## config.mk

```make
export PLATFORM = sky130hd
export DESIGN_NAME = running_mean_variance_minmax_core_flat
export DESIGN_NICKNAME = d
export VERILOG_FILES = /design/src/rtl/rmvm_pkg.sv /design/src/rtl/rmvm_ifs.sv /design/src/rtl/rmvm_alu.sv /design/src/rtl/running_mean_variance_minmax_core.sv /design/src/flat_wrapper.sv
export VERILOG_INCLUDE_DIRS = /design/src /design/src/rtl
export SDC_FILE = /design/constraint.sdc
export NUM_CORES = 2
export LEC_CHECK = 0
export BUFFER_PORTS_ARGS = -buffer_cell sky130_fd_sc_hd__buf_2
export CORE_MARGIN = 2
export CORE_UTILIZATION = 60
export DETAILED_ROUTE_END_ITERATION = 10
export PLACE_DENSITY_LB_ADDON = 0.1
export SYNTH_ARGS = -nofsm -noshare
export SYNTH_HDL_FRONTEND = slang
export SYNTH_SLANG_ARGS = --single-unit
```

## constraint.sdc

```tcl
create_clock -name clock -period 38.5 [get_ports clock]
set_input_delay 7.7 -clock clock [delete_from_list [all_inputs] [get_ports clock]]
set_output_delay 7.7 -clock clock [all_outputs]
set_load 0.02 [all_outputs]
```

## src/rtl/running_mean_variance_minmax_core_defines.svh

```systemverilog
// Assertion macros for the running statistics core.
// Used by the top level only; no other dependencies.
`ifndef RUNNING_MEAN_VARIANCE_MINMAX_CORE_DEFINES_SVH
`define RUNNING_MEAN_VARIANCE_MINMAX_CORE_DEFINES_SVH

// same-cycle implication
`define RMVM_ASSERT_NOW(label, clk, rst, ante, cons) \
   label: assert property (@(posedge clk) disable iff (rst) (ante) |-> (cons)) \
      else $error("rmvm check failed");

// next-cycle implication
`define RMVM_ASSERT_NEXT(label, clk, rst, ante, cons) \
   label: assert property (@(posedge clk) disable iff (rst) (ante) |=> (cons)) \
      else $error("rmvm check failed");

`endif

```

## src/rtl/rmvm_pkg.sv

```systemverilog
// Types and fixed widths shared by the running statistics core.
// No dependencies.
package rmvm_pkg;

   localparam int M2_W        = 56;
   localparam int VAR_W       = 40;
   localparam int DEV_W       = 20;
   localparam int MEAN_W      = 32;
   localparam int ACC_W       = 82;
   localparam int MUL_SAT_BIT = 80;
   localparam int MUL_SHIFT   = 24;
   localparam int REM_W       = 24;
   localparam int STEP_W      = 6;
   localparam int DIV_STEPS   = 56;
   localparam int MUL_STEPS   = 56;
   localparam int SQRT_STEPS  = 20;

   typedef enum logic [1:0] {
      ALU_DIV,
      ALU_MUL,
      ALU_SQRT
   } alu_op_type;

   typedef struct packed {
      logic       start;
      alu_op_type op;
   } alu_cmd_type;

endpackage

```

## src/rtl/rmvm_ifs.sv

```systemverilog
// Valid/ready channel interfaces for request and response transfers.
// Depends on nothing; widths follow the core parameters.
interface rmvm_req_if #(parameter int SAMPLE_BITS = 16);
   logic                          valid;
   logic                          ready;
   logic                          mode;
   logic signed [SAMPLE_BITS-1:0] sample;
   modport source (output valid, output mode, output sample, input ready);
   modport sink (input valid, input mode, input sample, output ready);
endinterface

interface rmvm_rsp_if #(parameter int SAMPLE_BITS = 16, parameter int COUNT_BITS = 16);
   logic                          valid;
   logic                          ready;
   logic [COUNT_BITS-1:0]         count;
   logic signed [SAMPLE_BITS-1:0] lowest;
   logic signed [SAMPLE_BITS-1:0] highest;
   logic signed [31:0]            mean;
   logic [39:0]                   var_unbiased;
   logic [39:0]                   var_biased;
   logic [19:0]                   dev_unbiased;
   logic [19:0]                   dev_biased;
   logic                          unbiased_valid;
   logic                          overflow;
   modport source (output valid, output count, output lowest, output highest, output mean,
                   output var_unbiased, output var_biased, output dev_unbiased,
                   output dev_biased, output unbiased_valid, output overflow, input ready);
   modport sink (input valid, input count, input lowest, input highest, input mean,
                 input var_unbiased, input var_biased, input dev_unbiased,
                 input dev_biased, input unbiased_valid, input overflow, output ready);
endinterface

```

## src/rtl/rmvm_alu.sv

```systemverilog
// Bit-serial shared unit: restoring divide, shift-add multiply, digit square root.
// Depends on rmvm_pkg.
module rmvm_alu #(
   parameter int OPA_W = 34,
   parameter int COUNT_BITS = 16
) (
   input  logic                         clock,
   input  logic                         reset,
   input  rmvm_pkg::alu_cmd_type        cmd,
   input  logic [rmvm_pkg::M2_W-1:0]    opnd,
   input  logic [OPA_W-1:0]             mcand,
   input  logic [COUNT_BITS-1:0]        den,
   output logic                         done,
   output logic [rmvm_pkg::M2_W-1:0]    quot,
   output logic [rmvm_pkg::M2_W-1:0]    prod,
   output logic [rmvm_pkg::DEV_W-1:0]   root
);
   logic                              busy_ff, done_ff, sat_ff;
   rmvm_pkg::alu_op_type              op_ff;
   logic [rmvm_pkg::STEP_W-1:0]       cnt_ff;
   logic [rmvm_pkg::M2_W-1:0]         num_ff;
   logic [rmvm_pkg::REM_W-1:0]        rem_ff;
   logic [rmvm_pkg::ACC_W-1:0]        acc_ff;
   logic [OPA_W-1:0]                  opa_ff;
   logic [COUNT_BITS-1:0]             den_ff;

   logic [rmvm_pkg::REM_W-1:0]        div_r, sq_r, sq_trial;
   logic                              div_ge, sq_ge;
   logic [rmvm_pkg::ACC_W-1:0]        mul_acc;
   logic                              mul_over;

   always_comb begin
      div_r    = {rem_ff[rmvm_pkg::REM_W-2:0], num_ff[rmvm_pkg::M2_W-1]};
      div_ge   = div_r >= rmvm_pkg::REM_W'(den_ff);
      sq_r     = {rem_ff[rmvm_pkg::REM_W-3:0], num_ff[rmvm_pkg::M2_W-1 -: 2]};
      sq_trial = rmvm_pkg::REM_W'({acc_ff[rmvm_pkg::DEV_W-1:0], 2'b01});
      sq_ge    = sq_r >= sq_trial;
      mul_acc  = {acc_ff[rmvm_pkg::ACC_W-2:0], 1'b0}
               + (num_ff[rmvm_pkg::M2_W-1] ? rmvm_pkg::ACC_W'(opa_ff) : '0);
      mul_over = |mul_acc[rmvm_pkg::ACC_W-1:rmvm_pkg::MUL_SAT_BIT];
   end

   always_ff @(posedge clock) begin
      if (reset) begin
         busy_ff <= 1'b0;
         done_ff <= 1'b0;
      end else begin
         done_ff <= busy_ff && (cnt_ff == rmvm_pkg::STEP_W'(1));
         if (cmd.start) begin
            busy_ff <= 1'b1;
         end else if (busy_ff && (cnt_ff == rmvm_pkg::STEP_W'(1))) begin
            busy_ff <= 1'b0;
         end
      end
      if (cmd.start) begin
         op_ff  <= cmd.op;
         rem_ff <= '0;
         acc_ff <= '0;
         sat_ff <= 1'b0;
         opa_ff <= mcand;
         den_ff <= den;
         case (cmd.op)
            rmvm_pkg::ALU_SQRT: begin
               num_ff <= {opnd[rmvm_pkg::VAR_W-1:0], {(rmvm_pkg::M2_W-rmvm_pkg::VAR_W){1'b0}}};
               cnt_ff <= rmvm_pkg::STEP_W'(rmvm_pkg::SQRT_STEPS);
            end
            rmvm_pkg::ALU_MUL: begin
               num_ff <= opnd;
               cnt_ff <= rmvm_pkg::STEP_W'(rmvm_pkg::MUL_STEPS);
            end
            default: begin
               num_ff <= opnd;
               cnt_ff <= rmvm_pkg::STEP_W'(rmvm_pkg::DIV_STEPS);
            end
         endcase
      end else if (busy_ff) begin
         cnt_ff <= cnt_ff - rmvm_pkg::STEP_W'(1);
         case (op_ff)
            rmvm_pkg::ALU_SQRT: begin
               num_ff <= {num_ff[rmvm_pkg::M2_W-3:0], 2'b00};
               if (sq_ge) begin
                  rem_ff <= sq_r - sq_trial;
                  acc_ff <= {acc_ff[rmvm_pkg::ACC_W-2:0], 1'b1};
               end else begin
                  rem_ff <= sq_r;
                  acc_ff <= {acc_ff[rmvm_pkg::ACC_W-2:0], 1'b0};
               end
            end
            rmvm_pkg::ALU_MUL: begin
               num_ff <= {num_ff[rmvm_pkg::M2_W-2:0], 1'b0};
               if (mul_over) begin
                  sat_ff <= 1'b1;
                  acc_ff <= {{(rmvm_pkg::ACC_W-rmvm_pkg::MUL_SAT_BIT-1){1'b0}}, 1'b1,
                             {rmvm_pkg::MUL_SAT_BIT{1'b0}}};
               end else begin
                  acc_ff <= mul_acc;
               end
            end
            default: begin
               num_ff <= {num_ff[rmvm_pkg::M2_W-2:0], div_ge};
               rem_ff <= div_ge ? (div_r - rmvm_pkg::REM_W'(den_ff)) : div_r;
            end
         endcase
      end
   end

   assign done = done_ff;
   assign quot = num_ff;
   assign prod = sat_ff ? '1 : acc_ff[rmvm_pkg::MUL_SAT_BIT-1:rmvm_pkg::MUL_SHIFT];
   assign root = acc_ff[rmvm_pkg::DEV_W-1:0];

endmodule

```

## src/rtl/running_mean_variance_minmax_core.sv

```systemverilog
// Running statistics core: count, min, max, Welford mean and M2, variances, deviations.
// Depends on rmvm_pkg, rmvm_ifs (channels), rmvm_alu and the defines header.
//
// Usage:
//   req_ch carries one item per transfer: mode=1 clears all statistics, mode=0 adds
//   the signed sample. Each item yields exactly one rsp_ch transfer with count,
//   lowest, highest, mean (Q15.16), both variances (Q32.8) and deviations (Q16.4).
//   One bit-serial ALU does every divide, multiply and square root, one bit (or one
//   root digit) per cycle. A sample added runs the mean divide, the M2 multiply,
//   both variance divides and both roots in that order; a clear or a full count
//   runs the variance divides and roots only.
//   req_ch.ready is high only while no item is in work; one item at a time.
//   The response sits in an output register: the next request may be taken while
//   it waits, and that item stalls at its end until rsp_ch.ready drains the register.
//   Reset (synchronous) empties the statistics: count 0, lowest at the largest
//   sample value, highest at the most negative one, mean and M2 zero.
//   When the count is full further samples change nothing and report overflow.
`include "running_mean_variance_minmax_core_defines.svh"
module running_mean_variance_minmax_core #(
   parameter int SAMPLE_BITS = 16,
   parameter int COUNT_BITS  = 16
) (
   input logic           clock,
   input logic           reset,
   rmvm_req_if.sink      req_ch,
   rmvm_rsp_if.source    rsp_ch
);
   localparam int DW = ((SAMPLE_BITS + 16 > 32) ? SAMPLE_BITS + 16 : 32) + 2;

   typedef enum logic [3:0] {
      S_IDLE, S_DIVM_GO, S_DIVM_W, S_MUL_GO, S_MUL_W, S_VB_GO, S_VB_W,
      S_VU_GO, S_VU_W, S_SB_GO, S_SB_W, S_SU_GO, S_SU_W, S_FIN
   } state_type;

   state_type                          state_ff;
   logic [COUNT_BITS-1:0]              count_ff;
   logic signed [SAMPLE_BITS-1:0]      min_ff, max_ff, sample_ff;
   logic signed [31:0]                 mean_ff;
   logic [rmvm_pkg::M2_W-1:0]          m2_ff;
   logic signed [DW-1:0]               delta_ff;
   logic                               zero_term_ff, ovf_ff;
   logic [rmvm_pkg::VAR_W-1:0]         vb_ff, vu_ff;
   logic [rmvm_pkg::DEV_W-1:0]         db_ff, du_ff;

   logic                               rsp_valid_ff, rsp_ovf_ff, rsp_uv_ff;
   logic [COUNT_BITS-1:0]              rsp_count_ff;
   logic signed [SAMPLE_BITS-1:0]      rsp_low_ff, rsp_high_ff;
   logic signed [31:0]                 rsp_mean_ff;
   logic [rmvm_pkg::VAR_W-1:0]         rsp_vu_ff, rsp_vb_ff;
   logic [rmvm_pkg::DEV_W-1:0]         rsp_du_ff, rsp_db_ff;

   rmvm_pkg::alu_cmd_type              alu_cmd;
   logic [rmvm_pkg::M2_W-1:0]          alu_opnd, alu_quot, alu_prod;
   logic [DW-1:0]                      alu_mcand;
   logic [COUNT_BITS-1:0]              alu_den;
   logic                               alu_done;
   logic [rmvm_pkg::DEV_W-1:0]         alu_root;

   logic                               req_fire;
   logic signed [DW-1:0]               xq_in, mean_x, err_in;
   logic [DW-1:0]                      delta_mag, err_mag;
   logic signed [DW:0]                 nm_w;
   logic [DW-1:0]                      q_trunc;
   logic signed [31:0]                 nm_sat;
   logic [rmvm_pkg::M2_W:0]            m2_sum;
   logic [rmvm_pkg::M2_W-1:0]          term;
   logic [rmvm_pkg::VAR_W-1:0]         var_sat;
   logic signed [DW-1:0]               req_xq;
   logic                               out_free;

   always_comb begin
      req_fire  = req_ch.valid && req_ch.ready;
      req_xq    = {{(DW-SAMPLE_BITS-16){req_ch.sample[SAMPLE_BITS-1]}}, req_ch.sample, 16'b0};
      xq_in     = {{(DW-SAMPLE_BITS-16){sample_ff[SAMPLE_BITS-1]}}, sample_ff, 16'b0};
      mean_x    = {{(DW-32){mean_ff[31]}}, mean_ff};
      delta_mag = delta_ff[DW-1] ? DW'(-delta_ff) : DW'(delta_ff);
      q_trunc   = alu_quot[DW-1:0];
      nm_w      = {mean_x[DW-1], mean_x}
                + (delta_ff[DW-1] ? -$signed({1'b0, q_trunc}) : $signed({1'b0, q_trunc}));
      if ((&nm_w[DW:31]) || !(|nm_w[DW:31])) begin
         nm_sat = nm_w[31:0];
      end else if (nm_w[DW]) begin
         nm_sat = {1'b1, 31'b0};
      end else begin
         nm_sat = {1'b0, {31{1'b1}}};
      end
      err_in    = xq_in - mean_x;
      err_mag   = err_in[DW-1] ? DW'(-err_in) : DW'(err_in);
      term      = zero_term_ff ? '0 : alu_prod;
      m2_sum    = {1'b0, m2_ff} + {1'b0, term};
      var_sat   = (|alu_quot[rmvm_pkg::M2_W-1:rmvm_pkg::VAR_W]) ? '1
                : alu_quot[rmvm_pkg::VAR_W-1:0];
      out_free  = !rsp_valid_ff || rsp_ch.ready;

      alu_cmd.start = (state_ff == S_DIVM_GO) || (state_ff == S_MUL_GO)
                   || (state_ff == S_VB_GO) || (state_ff == S_VU_GO)
                   || (state_ff == S_SB_GO) || (state_ff == S_SU_GO);
      alu_opnd  = m2_ff;
      alu_mcand = delta_mag;
      alu_den   = count_ff;
      case (state_ff)
         S_DIVM_GO: begin
            alu_cmd.op = rmvm_pkg::ALU_DIV;
            alu_opnd   = rmvm_pkg::M2_W'(delta_mag);
         end
         S_MUL_GO: begin
            alu_cmd.op = rmvm_pkg::ALU_MUL;
            alu_opnd   = rmvm_pkg::M2_W'(err_mag);
         end
         S_VU_GO: begin
            alu_cmd.op = rmvm_pkg::ALU_DIV;
            alu_den    = count_ff - COUNT_BITS'(1);
         end
         S_SB_GO: begin
            alu_cmd.op = rmvm_pkg::ALU_SQRT;
            alu_opnd   = rmvm_pkg::M2_W'(vb_ff);
         end
         S_SU_GO: begin
            alu_cmd.op = rmvm_pkg::ALU_SQRT;
            alu_opnd   = rmvm_pkg::M2_W'(vu_ff);
         end
         default: begin
            alu_cmd.op = rmvm_pkg::ALU_DIV;
         end
      endcase
   end

   rmvm_alu #(
      .OPA_W      (DW),
      .COUNT_BITS (COUNT_BITS)
   ) u_alu (
      .clock (clock),
      .reset (reset),
      .cmd   (alu_cmd),
      .opnd  (alu_opnd),
      .mcand (alu_mcand),
      .den   (alu_den),
      .done  (alu_done),
      .quot  (alu_quot),
      .prod  (alu_prod),
      .root  (alu_root)
   );

   always_ff @(posedge clock) begin
      if (reset) begin
         state_ff     <= S_IDLE;
         rsp_valid_ff <= 1'b0;
         count_ff     <= '0;
         mean_ff      <= '0;
         m2_ff        <= '0;
         min_ff       <= {1'b0, {(SAMPLE_BITS-1){1'b1}}};
         max_ff       <= {1'b1, {(SAMPLE_BITS-1){1'b0}}};
         ovf_ff       <= 1'b0;
      end else begin
         if ((state_ff == S_FIN) && out_free) begin
            rsp_valid_ff <= 1'b1;
         end else if (rsp_ch.ready) begin
            rsp_valid_ff <= 1'b0;
         end
         case (state_ff)
            S_IDLE: begin
               if (req_fire) begin
                  ovf_ff <= 1'b0;
                  if (req_ch.mode) begin
                     count_ff <= '0;
                     mean_ff  <= '0;
                     m2_ff    <= '0;
                     min_ff   <= {1'b0, {(SAMPLE_BITS-1){1'b1}}};
                     max_ff   <= {1'b1, {(SAMPLE_BITS-1){1'b0}}};
                     state_ff <= S_VB_GO;
                  end else if (&count_ff) begin
                     ovf_ff   <= 1'b1;
                     state_ff <= S_VB_GO;
                  end else begin
                     if (req_ch.sample < min_ff) begin
                        min_ff <= req_ch.sample;
                     end
                     if (req_ch.sample > max_ff) begin
                        max_ff <= req_ch.sample;
                     end
                     count_ff  <= count_ff + COUNT_BITS'(1);
                     sample_ff <= req_ch.sample;
                     delta_ff  <= req_xq - mean_x;
                     state_ff  <= S_DIVM_GO;
                  end
               end
            end
            S_DIVM_GO: state_ff <= S_DIVM_W;
            S_DIVM_W: begin
               if (alu_done) begin
                  mean_ff  <= nm_sat;
                  state_ff <= S_MUL_GO;
               end
            end
            S_MUL_GO: begin
               zero_term_ff <= (delta_ff[DW-1] && !err_in[DW-1] && (|err_in))
                            || (!delta_ff[DW-1] && (|delta_ff) && err_in[DW-1]);
               state_ff <= S_MUL_W;
            end
            S_MUL_W: begin
               if (alu_done) begin
                  m2_ff    <= m2_sum[rmvm_pkg::M2_W] ? '1 : m2_sum[rmvm_pkg::M2_W-1:0];
                  state_ff <= S_VB_GO;
               end
            end
            S_VB_GO: state_ff <= S_VB_W;
            S_VB_W: begin
               if (alu_done) begin
                  vb_ff    <= (count_ff == '0) ? '0 : var_sat;
                  state_ff <= S_VU_GO;
               end
            end
            S_VU_GO: state_ff <= S_VU_W;
            S_VU_W: begin
               if (alu_done) begin
                  vu_ff    <= (count_ff < COUNT_BITS'(2)) ? '0 : var_sat;
                  state_ff <= S_SB_GO;
               end
            end
            S_SB_GO: state_ff <= S_SB_W;
            S_SB_W: begin
               if (alu_done) begin
                  db_ff    <= alu_root;
                  state_ff <= S_SU_GO;
               end
            end
            S_SU_GO: state_ff <= S_SU_W;
            S_SU_W: begin
               if (alu_done) begin
                  du_ff    <= alu_root;
                  state_ff <= S_FIN;
               end
            end
            S_FIN: begin
               if (out_free) begin
                  rsp_count_ff <= count_ff;
                  rsp_low_ff   <= min_ff;
                  rsp_high_ff  <= max_ff;
                  rsp_mean_ff  <= mean_ff;
                  rsp_vu_ff    <= vu_ff;
                  rsp_vb_ff    <= vb_ff;
                  rsp_du_ff    <= du_ff;
                  rsp_db_ff    <= db_ff;
                  rsp_uv_ff    <= count_ff >= COUNT_BITS'(2);
                  rsp_ovf_ff   <= ovf_ff;
                  state_ff     <= S_IDLE;
               end
            end
            default: state_ff <= S_IDLE;
         endcase
      end
   end

   assign req_ch.ready          = (state_ff == S_IDLE);
   assign rsp_ch.valid          = rsp_valid_ff;
   assign rsp_ch.count          = rsp_count_ff;
   assign rsp_ch.lowest         = rsp_low_ff;
   assign rsp_ch.highest        = rsp_high_ff;
   assign rsp_ch.mean           = rsp_mean_ff;
   assign rsp_ch.var_unbiased   = rsp_vu_ff;
   assign rsp_ch.var_biased     = rsp_vb_ff;
   assign rsp_ch.dev_unbiased   = rsp_du_ff;
   assign rsp_ch.dev_biased     = rsp_db_ff;
   assign rsp_ch.unbiased_valid = rsp_uv_ff;
   assign rsp_ch.overflow       = rsp_ovf_ff;

   `RMVM_ASSERT_NEXT(a_clear_empties, clock, reset, req_fire && req_ch.mode,
      count_ff == '0 && m2_ff == '0)
   `RMVM_ASSERT_NOW(a_minmax_order, clock, reset, count_ff != '0, min_ff <= max_ff)
   `RMVM_ASSERT_NOW(a_done_in_wait, clock, reset, alu_done,
      state_ff == S_DIVM_W || state_ff == S_MUL_W || state_ff == S_VB_W ||
      state_ff == S_VU_W || state_ff == S_SB_W || state_ff == S_SU_W)
   `RMVM_ASSERT_NOW(a_rsp_from_fin, clock, reset, $rose(rsp_valid_ff), $past(state_ff) == S_FIN)

endmodule
```

## src/flat_wrapper.sv

```systemverilog
// flat-port wrapper written by rule: the top's interface ports become plain ports
module running_mean_variance_minmax_core_flat 
#(
   parameter int SAMPLE_BITS = 16,
   parameter int COUNT_BITS  = 16
)
  (clock, reset, req_ch_valid, req_ch_mode, req_ch_sample, req_ch_ready, rsp_ch_valid, rsp_ch_count, rsp_ch_lowest, rsp_ch_highest, rsp_ch_mean, rsp_ch_var_unbiased, rsp_ch_var_biased, rsp_ch_dev_unbiased, rsp_ch_dev_biased, rsp_ch_unbiased_valid, rsp_ch_overflow, rsp_ch_ready);
  rmvm_req_if #(.SAMPLE_BITS(SAMPLE_BITS)) req_ch_i ();
  rmvm_rsp_if #(.SAMPLE_BITS(SAMPLE_BITS), .COUNT_BITS(COUNT_BITS)) rsp_ch_i ();
  input logic clock;
  input logic reset;
  input wire logic [$bits(req_ch_i.valid)-1:0] req_ch_valid;
  input wire logic [$bits(req_ch_i.mode)-1:0] req_ch_mode;
  input wire logic [$bits(req_ch_i.sample)-1:0] req_ch_sample;
  output wire logic [$bits(req_ch_i.ready)-1:0] req_ch_ready;
  output wire logic [$bits(rsp_ch_i.valid)-1:0] rsp_ch_valid;
  output wire logic [$bits(rsp_ch_i.count)-1:0] rsp_ch_count;
  output wire logic [$bits(rsp_ch_i.lowest)-1:0] rsp_ch_lowest;
  output wire logic [$bits(rsp_ch_i.highest)-1:0] rsp_ch_highest;
  output wire logic [$bits(rsp_ch_i.mean)-1:0] rsp_ch_mean;
  output wire logic [$bits(rsp_ch_i.var_unbiased)-1:0] rsp_ch_var_unbiased;
  output wire logic [$bits(rsp_ch_i.var_biased)-1:0] rsp_ch_var_biased;
  output wire logic [$bits(rsp_ch_i.dev_unbiased)-1:0] rsp_ch_dev_unbiased;
  output wire logic [$bits(rsp_ch_i.dev_biased)-1:0] rsp_ch_dev_biased;
  output wire logic [$bits(rsp_ch_i.unbiased_valid)-1:0] rsp_ch_unbiased_valid;
  output wire logic [$bits(rsp_ch_i.overflow)-1:0] rsp_ch_overflow;
  input wire logic [$bits(rsp_ch_i.ready)-1:0] rsp_ch_ready;
  assign req_ch_i.valid = req_ch_valid;
  assign req_ch_i.mode = req_ch_mode;
  assign req_ch_i.sample = req_ch_sample;
  assign req_ch_ready = req_ch_i.ready;
  assign rsp_ch_valid = rsp_ch_i.valid;
  assign rsp_ch_count = rsp_ch_i.count;
  assign rsp_ch_lowest = rsp_ch_i.lowest;
  assign rsp_ch_highest = rsp_ch_i.highest;
  assign rsp_ch_mean = rsp_ch_i.mean;
  assign rsp_ch_var_unbiased = rsp_ch_i.var_unbiased;
  assign rsp_ch_var_biased = rsp_ch_i.var_biased;
  assign rsp_ch_dev_unbiased = rsp_ch_i.dev_unbiased;
  assign rsp_ch_dev_biased = rsp_ch_i.dev_biased;
  assign rsp_ch_unbiased_valid = rsp_ch_i.unbiased_valid;
  assign rsp_ch_overflow = rsp_ch_i.overflow;
  assign rsp_ch_i.ready = rsp_ch_ready;
  running_mean_variance_minmax_core #(.SAMPLE_BITS(SAMPLE_BITS), .COUNT_BITS(COUNT_BITS)) u_core (.clock(clock), .reset(reset), .req_ch(req_ch_i), .rsp_ch(rsp_ch_i));
endmodule
```

---- Word-level counts from Yosys, hierarchy flattened ----
Index checks and enable logic that the tools add are counted.
storage, ports and cells
  register bits ........................... 736
  input bits .............................. 21
  output and inout port bits .............. 204
  word-level logic and storage cells ...... 198
operators by class
  $add $sub $neg .......................... 13
  magnitude comparators ................... 6
  equal/unequal tests ..................... 27
  multiplexer cells ....................... 59
  bitwise logic cells ..................... 4
  reduce and logical (&&, ||, !) cells .... 54
operators by type and width
  operator            count
  $mux 56             9
  $pmux 56 s2         2
  $pmux 56 s4         1
  $pmux 81 s2         1
  $mux 32             5
  $mux 16             9
  $mux 34             3
  $add 82x34->82      1
  $mux 81             1
  $neg 34->34         2
  $reduce_or 34->1    2
  $sub 32x32->33      2
  $pmux 32 s2         1
  $add 56x56->57      1
  $pmux 4 s14         1
  $mux 23             2
  $pmux 23 s2         1
  $mux 40             1
  $mux 4              9
  $add 35x35->35      1
  $mux 35             1
  $neg 34->35         1
  $eq 4x4->1 const B  6
  $ge 24x16->1        1
  other kinds (38)    99

---- Depth between registers and ports, before layout ----
  depth in word-level cells ............... 9
  gate-level depth with buffers ........... 24
  mapped depth without buffers ............ 21

---- Modules after synthesis ----
Synthesis repeated with hierarchy kept, for this count alone.
unflattened totals
  cells, all modules ...................... 4,785
  area total of the unflattened synthesis .. 44,196.1 sq um
by module, submodules not included
  module                             times used  cells an instance  area an instance (sq um)  sequential area each (sq um)
  running_mean_variance_minmax_core  1           2,985              29,052.9                  14,013.4
  rmvm_alu                           1           1,800              15,143.3                  5,565.3

---- Worst setup path after synthesis ----
Ideal clock, no wire load.
  path type ............................... input -> register
  from .................................... in reset
  to ...................................... reg u_core.rsp_count_ff[0], in the netlist u_core.rsp_ch.count[0] (enable)
  library setup time ...................... 1.054 ns
  arrival ................................. 22.755 ns
  required time ........................... 37.446 ns
  setup slack ............................. 14.691 ns
  cell stages on the path ................. 3
  path buffers ............................ 2
  path through ............................ clkbuf_1 clkbuf_1 nor3b_1
on the way
  cells in the longest elaborated chain, start to end .. 2
ends and longest elaborated chain
  what                        line                                      source
  start: declaration          flat_wrapper.sv:11                        input logic reset;
  $not 1->1 (no line)         n/a
  $reduce_and 3->1 (no line)  n/a
  end signal: assignment      running_mean_variance_minmax_core.sv:236  rsp_count_ff <= count_ff;
  end: declaration            running_mean_variance_minmax_core.sv:46   logic [COUNT_BITS-1:0] rsp_count_ff;
No other way between the ends.
A chain may end at the register's enable or synchronous reset.

---- Worst setup path in the final report ----
  from .................................... in req_ch_sample[1]
  to ...................................... reg u_core.max_ff[15]
on the way
  cells in the longest elaborated chain, start to end .. 3
ends and longest elaborated chain
  what                         line                                      source
  start: declaration           flat_wrapper.sv:14                        input wire logic [$bits(req_ch_i.sample)-1:0] req_ch_sample;
  $gt 16x16->1                 running_mean_variance_minmax_core.sv:178  if (req_ch.sample > max_ff) begin
  $reduce_bool 2->1 (no line)  n/a
  $reduce_and 4->1 (no line)   n/a
  end signal: assignment       running_mean_variance_minmax_core.sv:152  max_ff <= {1'b1, {(SAMPLE_BITS-1){1'b0}}};
  end signal: assignment       running_mean_variance_minmax_core.sv:169  max_ff <= {1'b1, {(SAMPLE_BITS-1){1'b0}}};
  end signal: assignment       running_mean_variance_minmax_core.sv:179  max_ff <= req_ch.sample;
  end: declaration             running_mean_variance_minmax_core.sv:37   logic signed [SAMPLE_BITS-1:0] min_ff, max_ff, sample_ff;
No other way between the ends.

==> impl_metrics.py <==
metrics = {
    "status": {
        "status": "finished clean",
    },
    "clock_network": {
        "clockBufferDepth": 3,
        "cts-root-buf": "clkbuf_16",
        "cts_tree": "yes",
        "htreeDepth": 3,
        "cts_post_setup_buffers_inserted": 0,
        "cts.sinks": 735,
        "ctsHoldBuffers": 0,
        "clk_pin_slew_ns": 0.06,
        "clk_latency_ns": 0.67,
        "ctsResizeCount": 0,
        "cts_buffers": 82,
    },
    "synthesis": {
        "synth.top_cell.area_share_pct": 34.0,
        "synth_largest_area_cell": "edfxtp_1",
        "yosys.cell_types.count": 94,
        "synthSimpleGateAreaFrac_pct": 16.2,
        "synth_top_family_by_area": "compound AO/OA/AOI/OAI gates",
        "synth_compound_area_share_pct": 19.0,
        "synth_area_sq_um": 42900,
        "yosys-mux-area-fraction_pct": 1.06,
        "synth_fa_ha_area_share_pct": 7.07,
        "synth_edf_count": 486,
        "seq_area_frac_synth_pct": 45.6,
        "syn_avg_cell_area_sq_um": 9.49,
        "synth_cells": 4520,
        "synth_seq_cells": 735,
        "synth_warnings": 0,
        "synth_area_leaders": "edfxtp_1 (34%), dfxtp_1 (12%), ha_1 (6.9%)",
        "synth_flop_cell": "edfxtp_1",
        "synthesis.nets": 4781,
        "async_flop_share_pct": 0,
        "synth_xor_area_share_pct": 6.98,
    },
    "grt": {
        "antenna_found_initial": 4,
        "gr-usage-met2_pct": 56.3,
        "grt_pass1_vias": 33300,
        "grtUsageMet1_pct": 44.5,
        "busiest_layer": "met2",
        "grt_pass1_wl_microns": 197000,
        "grt_overflow": 0,
        "grt_max_degree": 154,
        "grt_util_all_layers_pct": 34.5,
        "grt_use_met3_pct": 5.65,
    },
    "setup_path": {
        "path_cells": "buf_2 > ha_1 > nor2b_1 > o21a_1 > o21a_1 > o21a_1 > o21a_1 > o21ai_0 > a21oi_1 > or3_1 > nand4_1 > nor2b_1 > a22oi_1",
        "arrival_ns": 10.78,
        "critical_path_class": "in -> reg",
        "crit_buf_inv": 1,
        "crit_family": "simple AND/OR/NAND/NOR gates",
        "crit_slowest_cell": "nor2b_1",
        "cp_slowest_stage_delay_ns": 0.94,
        "crit_start": "req_ch_sample[1]",
        "path_common_cell": "o21a_1",
        "critPathRequiredTime_ns": 38.98,
        "end_kind": "register",
        "critPathMaxFanout": 16,
        "cp-start-kind": "input port",
        "rr_startpoint": "u_core.u_alu.quot[2]",
    },
    "sta": {
        "period_share_pct": 26.8,
        "rsz0062_at_grt": "no",
        "setup_tns_ns": 0,
        "final-setup-viol-count": 0,
        "hold_viol_final": 0,
        "post-route-min-period_ns": 10.30,
        "clock.fmax_mhz": 97.1,
        "worstMarginPinSlew_ns": 1.41,
        "slew_viol_final": 0,
        "max_slew_margin_pct": 5.92,
        "finClkSkew_ns": 0.0299,
        "setup_ws_ns": 28.20,
    },
    "routing": {
        "drt_pass1_iterations": 7,
        "wirelength_microns": 131000,
        "avgViaCountPerCell": 6.35,
        "first_iter_violations": 3682,
        "routedWlPerCell_microns": 23.2,
        "vias": 35900,
        "remaining_drc_errors": 0,
        "postRouteAntennaNets": 0,
    },
    "finish": {
        "stdcell_area_sq_um": 47300,
        "area_growth_pct": 10.3,
        "drive_above_1_share_pct": 10.0,
        "num-fill-cells": 5824,
        "nNetsFinal": 4893,
    },
    "job": {
        "drv_cap": 0,
    },
    "die": {
        "io_pins": 225,
        "die_height_microns": 271,
        "die_w_microns": 271,
        "start_util_pct": 60.3,
        "fp-row-count": 98,
        "core_sq_um": 71100,
        "die_area_sq_um": 73700,
    },
    "placed_design": {
        "routabilityCongestion": 0.991,
        "hpwl_microns": 96000,
        "place_ws_ns": 27.49,
        "numPortBuffers": 224,
        "placed_area_sq_um": 44600,
    },
    "power_and_ir_drop": {
        "vdd_drop_max_uv": 39.3,
        "pwr_density_cell_nw_per_um2": 56.6,
        "leakagePower_nw": 18.6,
    },
    "min_path": {
        "holdCritStartpoint": "u_core.db_ff[4]",
        "hp-class": "reg -> reg",
    },
}
==> cell families (layout without fill, tap and decap cells) <==
family / Yosys count / after routing
compound gates: 1258 / 1258
xor+xnor: 342 / 342
fa+ha+maj: 240 / 240
buf+inv: 416 / 595
flops: 735 / 735
mux: 45 / 45
other cells: 1 / 2
simple gates: 1483 / 1483
==> where the power goes <==
| part | internal, mW | leakage [nW] | switching, mW | total, mW |
|---|---|---|---|---|
| Clock | 0.441 | 1.30 | 0.345 | 0.786 |
| Combinational | 0.327 | 10.8 | 0.523 | 0.850 |
| Sequential | 0.931 | 6.50 | 0.112 | 1.04 |
==> worst register-to-register path, delay by kind of cell (launching register included) <==
kind	cells	cell delay [ns]
flops	1	0.55
simple gates	10	4.05
fa+ha+maj	1	0.39
buf+inv	2	0.14
xor+xnor	1	0.20
compound gates	6	1.40
==> cells in the mapped netlist, types with 57 or more instances <==
master,n
nor2_1,506
edfxtp_1,486
nand2_1,413
o21ai_0,345
a21oi_1,282
dfxtp_1,249
ha_1,236
xnor2_1,214
clkbuf_1,212
inv_1,171
xor2_1,128
a21o_1,106
nand3_1,73
nand4_1,73
nor3_1,68
a22oi_1,57
==> layout make-up <==
cell class	instances	area [sq um]	area share (%)
multi-input combinational	3369	21700	45.9
clock buffer	105	2210	4.67
clock inverter	46	493	1.04
inverter	172	648	1.37
timing repair buffer	272	1490	3.16
antenna	1	2.50	0.00529
sequential	735	19600	41.4
tap	950	1190	2.51
==> metal layers <==
layer / vias up / share of wire [%]
met5: - / 0.026
met4: 4 / 5.7
met3: 367 / 8.0
met2: 1610 / 47
met1: 17100 / 39
li1: 16800 / -
==> cell usage in the layout, fill, tap and decap left out, types with 24 or more instances in the layout <==
| cell type | Yosys | final |
|---|---|---|
| a21o_1 | 106 | 106 |
| a22oi_1 | 57 | 57 |
| nand3_1 | 73 | 73 |
| or3_1 | 33 | 33 |
| a31oi_1 | 35 | 35 |
| nor2_1 | 506 | 494 |
| clkbuf_16 | 0 | 83 |
| a21oi_1 | 282 | 282 |
| o22ai_1 | 29 | 29 |
| edfxtp_1 | 486 | 486 |
| nand2_1 | 413 | 413 |
| nand2b_1 | 49 | 48 |
| nor3_1 | 68 | 65 |
| buf_4 | 4 | 47 |
| mux2i_1 | 42 | 42 |
| o31ai_1 | 28 | 28 |
| nand4_1 | 73 | 73 |
| xor2_1 | 128 | 128 |
| a22o_1 | 24 | 24 |
| o21bai_1 | 31 | 31 |
| o21a_1 | 44 | 44 |
| buf_2 | 4 | 224 |
| and3_1 | 31 | 31 |
| inv_1 | 171 | 171 |
| dfxtp_1 | 249 | 249 |
| and2_1 | 55 | 54 |
| nor2b_1 | 54 | 53 |
| ha_1 | 236 | 235 |
| xnor2_1 | 214 | 214 |
| a221oi_1 | 48 | 48 |
| o21ai_0 | 345 | 344 |
| a211oi_1 | 39 | 39 |
| nor4_1 | 42 | 42 |
==> through the flow <==
stage / utilization (%) / std cells / hold slack, ns / power, mW
after floorplan: - / 4520 / 0.400 / 1.64
after global placement: 62.8 / 5498 / 0.400 / 1.87
after detailed placement: 62.8 / 5498 / 0.405 / 1.88
after CTS: 66.6 / 5649 / 0.420 / 2.66
after global routing: 66.6 / 5649 / 0.426 / 2.80
final: 66.6 / 5650 / 0.418 / 2.68
==> final timing paths <==
check / endpoint / slack (ns) / cells after the start
worst max register to register: u_core.mean_ff[2] / 31.62 / 20
worst min-delay path: u_core.rsp_ch.dev_biased[4] / 0.42 / 0
worst min register to register: u_core.rsp_ch.dev_biased[4] / 0.42 / 0
worst max-delay path: u_core.max_ff[15] / 28.20 / 13
==> sequential cells by signal, indices dropped and copies added, names as in the netlist, 20 cells and up <==
signal and flops:
u_core.m2_ff 56, u_core.db_ff 20, u_core.rsp_ch.dev_unbiased 20, u_core.mean_ff 32, u_core.rsp_ch.dev_biased 20, u_core.delta_ff 33
u_core.u_alu.rem_ff 23, u_core.rsp_ch.var_biased 40, u_core.vu_ff 40, u_core.vb_ff 40, u_core.du_ff 20, u_core.rsp_ch.mean 32
u_core.u_alu.acc_ff 81, u_core.u_alu.opa_ff 34, u_core.rsp_ch.var_unbiased 40, u_core.u_alu.quot 56
(Power assumes the default switching activity.)
